**src/hdl/rsa_pkg.sv**
```systemverilog
// Shared types and constants of the video slice assembler.
// Used by rsa_front, rsa_back and the top level; depends on nothing.
package rsa_pkg;

  typedef enum logic [3:0] {
    PH_HDR, PH_SEQ, PH_LENA, PH_LENB, PH_LENC, PH_LEND, PH_POSA, PH_POSB,
    PH_POSC, PH_POSD, PH_PIC, PH_DATA, PH_PASS, PH_SKIP_BIG, PH_SKIP_SLICE
  } phase_t;

  typedef enum logic [1:0] {SRC_LIT, SRC_OFS, SRC_MEM} src_t;

  typedef enum logic [2:0] {
    ST_BUSY, ST_MORE, ST_DONE, ST_SLICE_OVF, ST_BUF_OVF, ST_TOO_LARGE, ST_EMPTY
  } status_t;

  // One classified input item.
  typedef struct packed {
    logic       drain;
    logic [7:0] data;
    logic       first;
    logic       last;
  } item_t;

  // One result before its byte is resolved from the memories.
  typedef struct packed {
    src_t       src;
    logic [1:0] sel;
    logic [7:0] lit;
    logic       vld;
    logic       fend;
    status_t    status;
    logic       rdy;
    logic       last;
  } res_t;

  localparam logic [29:0] NUM_MAX     = 30'h3FFF_FFFF;
  localparam logic [5:0]  SLICE_MASK  = 6'h3F;
  localparam logic [6:0]  SEQ_MASK    = 7'h7F;
  localparam logic [1:0]  TYPE_SLICE  = 2'd0;
  localparam logic [1:0]  TYPE_WHOLE  = 2'd1;
  localparam logic [1:0]  TYPE_LAST   = 2'd2;
  localparam logic [1:0]  TYPE_PART   = 2'd3;
  localparam logic [3:0]  PREFIX_LAST = 4'd8;

  function automatic logic [7:0] prefix_byte(input logic [3:0] idx);
    case (idx)
      4'd1, 4'd2, 4'd3, 4'd4: prefix_byte = 8'd1;
      default:                prefix_byte = 8'd0;
    endcase
  endfunction

endpackage

```
**src/hdl/rsa_front.sv**
```systemverilog
// Front end: accepts input items, classifies them and queues them.
// Two-entry queue decouples the stream input from the back end. Uses rsa_pkg.
module rsa_front
  import rsa_pkg::*;
(
  input  logic       clk,
  input  logic       rst_n,
  input  logic       in_tvalid,
  output logic       in_tready,
  input  logic [7:0] in_tdata,
  input  logic [1:0] in_tuser,
  input  logic       in_tlast,
  output logic       head_valid,
  output item_t      head_item,
  input  logic       head_pop
);

  item_t      q_r [2];
  logic       wp_r, rp_r;
  logic [1:0] cnt_r;
  logic       push;
  item_t      cls;

  always_comb begin
    cls.drain = in_tuser[0];
    cls.data  = in_tdata;
    cls.first = in_tuser[1];
    cls.last  = in_tlast;
  end

  assign in_tready  = (cnt_r != 2'd2);
  assign push       = in_tvalid && in_tready;
  assign head_valid = (cnt_r != 2'd0);
  assign head_item  = q_r[rp_r];

  always_ff @(posedge clk) begin
    if (push) begin
      q_r[wp_r] <= cls;
    end
  end

  always_ff @(posedge clk) begin
    if (!rst_n) begin
      wp_r  <= 1'b0;
      rp_r  <= 1'b0;
      cnt_r <= 2'd0;
    end else begin
      if (push) wp_r <= ~wp_r;
      if (head_pop) rp_r <= ~rp_r;
      cnt_r <= cnt_r + {1'b0, push} - {1'b0, head_pop};
    end
  end

endmodule

```
**config.mk**
```make
export PLATFORM = sky130hd
export DESIGN_NAME = rsa_front
export DESIGN_NICKNAME = d
export VERILOG_FILES = /design/src/hdl/rsa_pkg.sv /design/src/hdl/rsa_front.sv
export SDC_FILE = /design/constraint.sdc
export NUM_CORES = 1
export LEC_CHECK = 0
export BUFFER_PORTS_ARGS = -buffer_cell sky130_fd_sc_hd__buf_2
export CORE_ASPECT_RATIO = 0.8
export CORE_MARGIN = 1
export CORE_UTILIZATION = 35
export CTS_CLUSTER_DIAMETER = 30
export DETAILED_ROUTE_END_ITERATION = 8
export PLACE_DENSITY = 0.65
export SLEW_MARGIN = 0
export SYNTH_ARGS = -nofsm -noshare
export SYNTH_HDL_FRONTEND = slang
export SYNTH_SLANG_ARGS = --single-unit
```
**constraint.sdc**
```tcl
create_clock -name clk -period 1.3 [get_ports clk]
set_input_delay 0.065 -clock clk [delete_from_list [all_inputs] [get_ports clk]]
set_output_delay 0.065 -clock clk [all_outputs]
set_load 0.005 [all_outputs]
```
==> impl_metrics.py <==
metrics = {
    "placement": {
        "gp_congestion": 0.689,
        "dpl.hpwl_um": 1160,
        "place.port_buffers": 27,
        "dp.cells": 131,
    },
    "floorplan": {
        "die_width_um": 63.4,
        "die_y_um": 51.1,
        "core-area_um2": 2810,
        "ioPinCount": 28,
        "start_util_pct": 37.6,
        "fp.dieArea_um2": 3240,
        "std_cell_rows": 17,
    },
    "sta": {
        "period_share_pct": 108,
        "setup_viol": 1,
        "drv_slew": 0,
        "setup_ws_ps": -101,
        "finClkSkew_ps": 4.09,
        "slew_headroom_pct": 76.3,
        "fin_crit_ps": 1400,
        "rsz0062_at_grt": "true",
        "finalSetupTns_ps": -101,
        "worst_pin_slew_ps": 351,
        "final-hold-violation-count": 0,
        "fmax_mhz": 714,
        "holdWs_ps": 108,
    },
    "yosys": {
        "synth_edf_count": 22,
        "ys_seq_area_share_pct": 72.0,
        "ys.flop_type": "edfxtp_1",
        "synthesis.area_um2": 1060,
        "syn_nets": 78,
        "netlist.area_leader.share_pct": 62.6,
        "synth_area_leader_cell": "edfxtp_1",
        "syn_avg_cell_area_um2": 17.0,
        "synth_cell_types": 22,
        "yosys_warnings": 0,
        "ys_ff_latch": 27,
        "async_reset_ff_share_pct": 0,
        "synthTopCellsByArea": "edfxtp_1 63%, mux2_2 12%, dfxtp_1 9.5%",
        "syn_inst": 62,
    },
    "global_route": {
        "overflow": 0,
        "grt_use_met3_pct": 4.02,
        "use_met1_pct": 13.2,
        "busiest_layer": "met2",
        "grt_max_degree": 17,
        "grt_usage_pct": 11.8,
        "grt_pass1_wl_um": 2730,
        "antenna_found_initial": 0,
        "grt_use_met2_pct": 19.7,
        "grt_pass1_vias": 628,
    },
    "job": {
        "drv_cap": 0,
    },
    "drt": {
        "drtPass1Iterations": 3,
        "drtAntennaViolNets": 0,
        "wl_per_cell_um": 12.9,
        "num_vias": 682,
        "drc_errors": 0,
        "wl_um": 1940,
        "vias_per_cell": 4.55,
        "drt_iter0_markers": 12,
    },
    "clocking": {
        "cts-root-buf": "clkbuf_8",
        "cts_tree": "built",
        "clockBufferDepth": 2,
        "clock-sinks": 27,
        "cts_buffers": 3,
        "h-tree-depth": 1,
        "insertion_delay_ps": 270,
        "clkTransAtPathRegs_ps": 90,
    },
    "power_and_ir_drop": {
        "ir_drop_uv": 928,
        "powerDensity_nw_per_um2": 1250,
        "power_leakage_nw": 0.676,
    },
    "critical_path": {
        "startpoint_type": "register",
        "critical_path.max_fanout": 4,
        "worstRegToRegCells": 6,
        "cp-end-kind": "register",
        "critPathKind": "register to register",
        "required_ps": 1520,
        "worstPathArrival_ps": 1620,
    },
    "layout": {
        "antenna_cells": 0,
        "nets": 129,
        "synthToLayoutAreaGrowth_pct": 56.9,
        "final_cells": 150,
        "final_cell_mix": "22 x edfxtp_1, 18 x buf_2, 11 x dlygate4sd3_1",
        "final_common_cell": "edfxtp_1",
        "drive_above_1_share_pct": 55.4,
    },
    "run_status": {
        "outcome": "finished, violations left",
        "failed_checks": "setup timing",
    },
    "hold_path": {
        "min_path_cells": 2,
        "hp-class": "input pin to register",
    },
}
==> timing repair <==
action	4_1_cts	5_1_grt
pin swaps	1	2
gates cloned	0	2
hold endpoints to repair	22	0
setup buffers	2	1
hold buffers	11	0
endpoints found under the setup margin	10	29
gates resized for setup	3	22
==> where the power goes <==
group,leakage (nW),switching [W],internal [W]
sequential,0.248,0.0000358,0.00103
clock,0.0217,0.000260,0.000218
combinational,0.406,0.000186,0.000346
total,0.676,0.000482,0.00159
==> synth_stat cells, drive strengths merged (2+ instances only) <==
cell type  number
a21boi          2
and2            3
dfxtp           5
edfxtp         22
inv             2
mux2           11
nand2           2
nand3b          2
==> worst max-delay path: stages (launching register included) <==
cell and delay [ps]:
dfxtp_2 340, nand2b_4 130, nand2_4 50, xnor2_2 120, ha_2 200, nor4b_1 330, a211o_1 180
==> cells by family after synthesis <==
family | after synthesis | share of synthesized area (%)
AOI/OAI and AO/OA | 5 | 4.27
xor gates and xnor gates | 2 | 1.66
adders and majority gates | 1 | 1.18
buffers and inverters | 3 | 1.18
DFF | 27 | 72.0
muxes | 12 | 12.7
and+or+nand+nor | 12 | 6.99
==> layout make-up <==
cell class	instances	area [um^2]
clock buffers	3	41.3
multi-input cells	32	342
well taps	38	47.5
fillers	235	1150
inverters	2	7.51
clock inverters	1	7.51
flip-flops and latches	27	769
repair buffers	47	442
==> worst paths after layout <==
path / startpoint / endpoint / slack [ps]
worst max-delay path: cnt_r[0]$_SDFF_PN0_ / cnt_r[1]$_SDFF_PN0_ / -100
worst min register to register: wp_r$_SDFFE_PN0P_ / wp_r$_SDFFE_PN0P_ / 580
worst min-delay path: rst_n / wp_r$_SDFFE_PN0P_ / 110
worst max register to register: cnt_r[0]$_SDFF_PN0_ / cnt_r[1]$_SDFF_PN0_ / -100
==> registers in the layout, indices dropped and copies added (netlist names), named ones only <==
| signal | flops |
|---|---|
| cnt_r | 2 |
| rp_r | 1 |
| q_r | 22 |
| wp_r | 1 |
==> stage by stage <==
| step | cell area, um^2 | worst slack [ps] | util [%] | power, W |
|---|---|---|---|---|
| CTS | 1500 | -64.2 | 53.5 | 0.00196 |
| detailed placement | 1320 | -67.4 | 47.1 | 0.00144 |
| finish | 1660 | -101 | 59.0 | 0.00208 |
| floorplan | 1070 | -62.8 | - | 0.00126 |
| global route | 1660 | -173 | 59.0 | 0.00216 |
| global placement | 1320 | -15.9 | 47.1 | 0.00143 |
==> metal layers <==
| layer | vias to the layer above | routed length [um] |
|---|---|---|
| met5 | - | 0 |
| met4 | 0 | 39 |
| met3 | 4 | 75 |
| met2 | 17 | 997 |
| met1 | 325 | 823 |
| li1 | 336 | - |
Power figures use the tool's default switching activity.
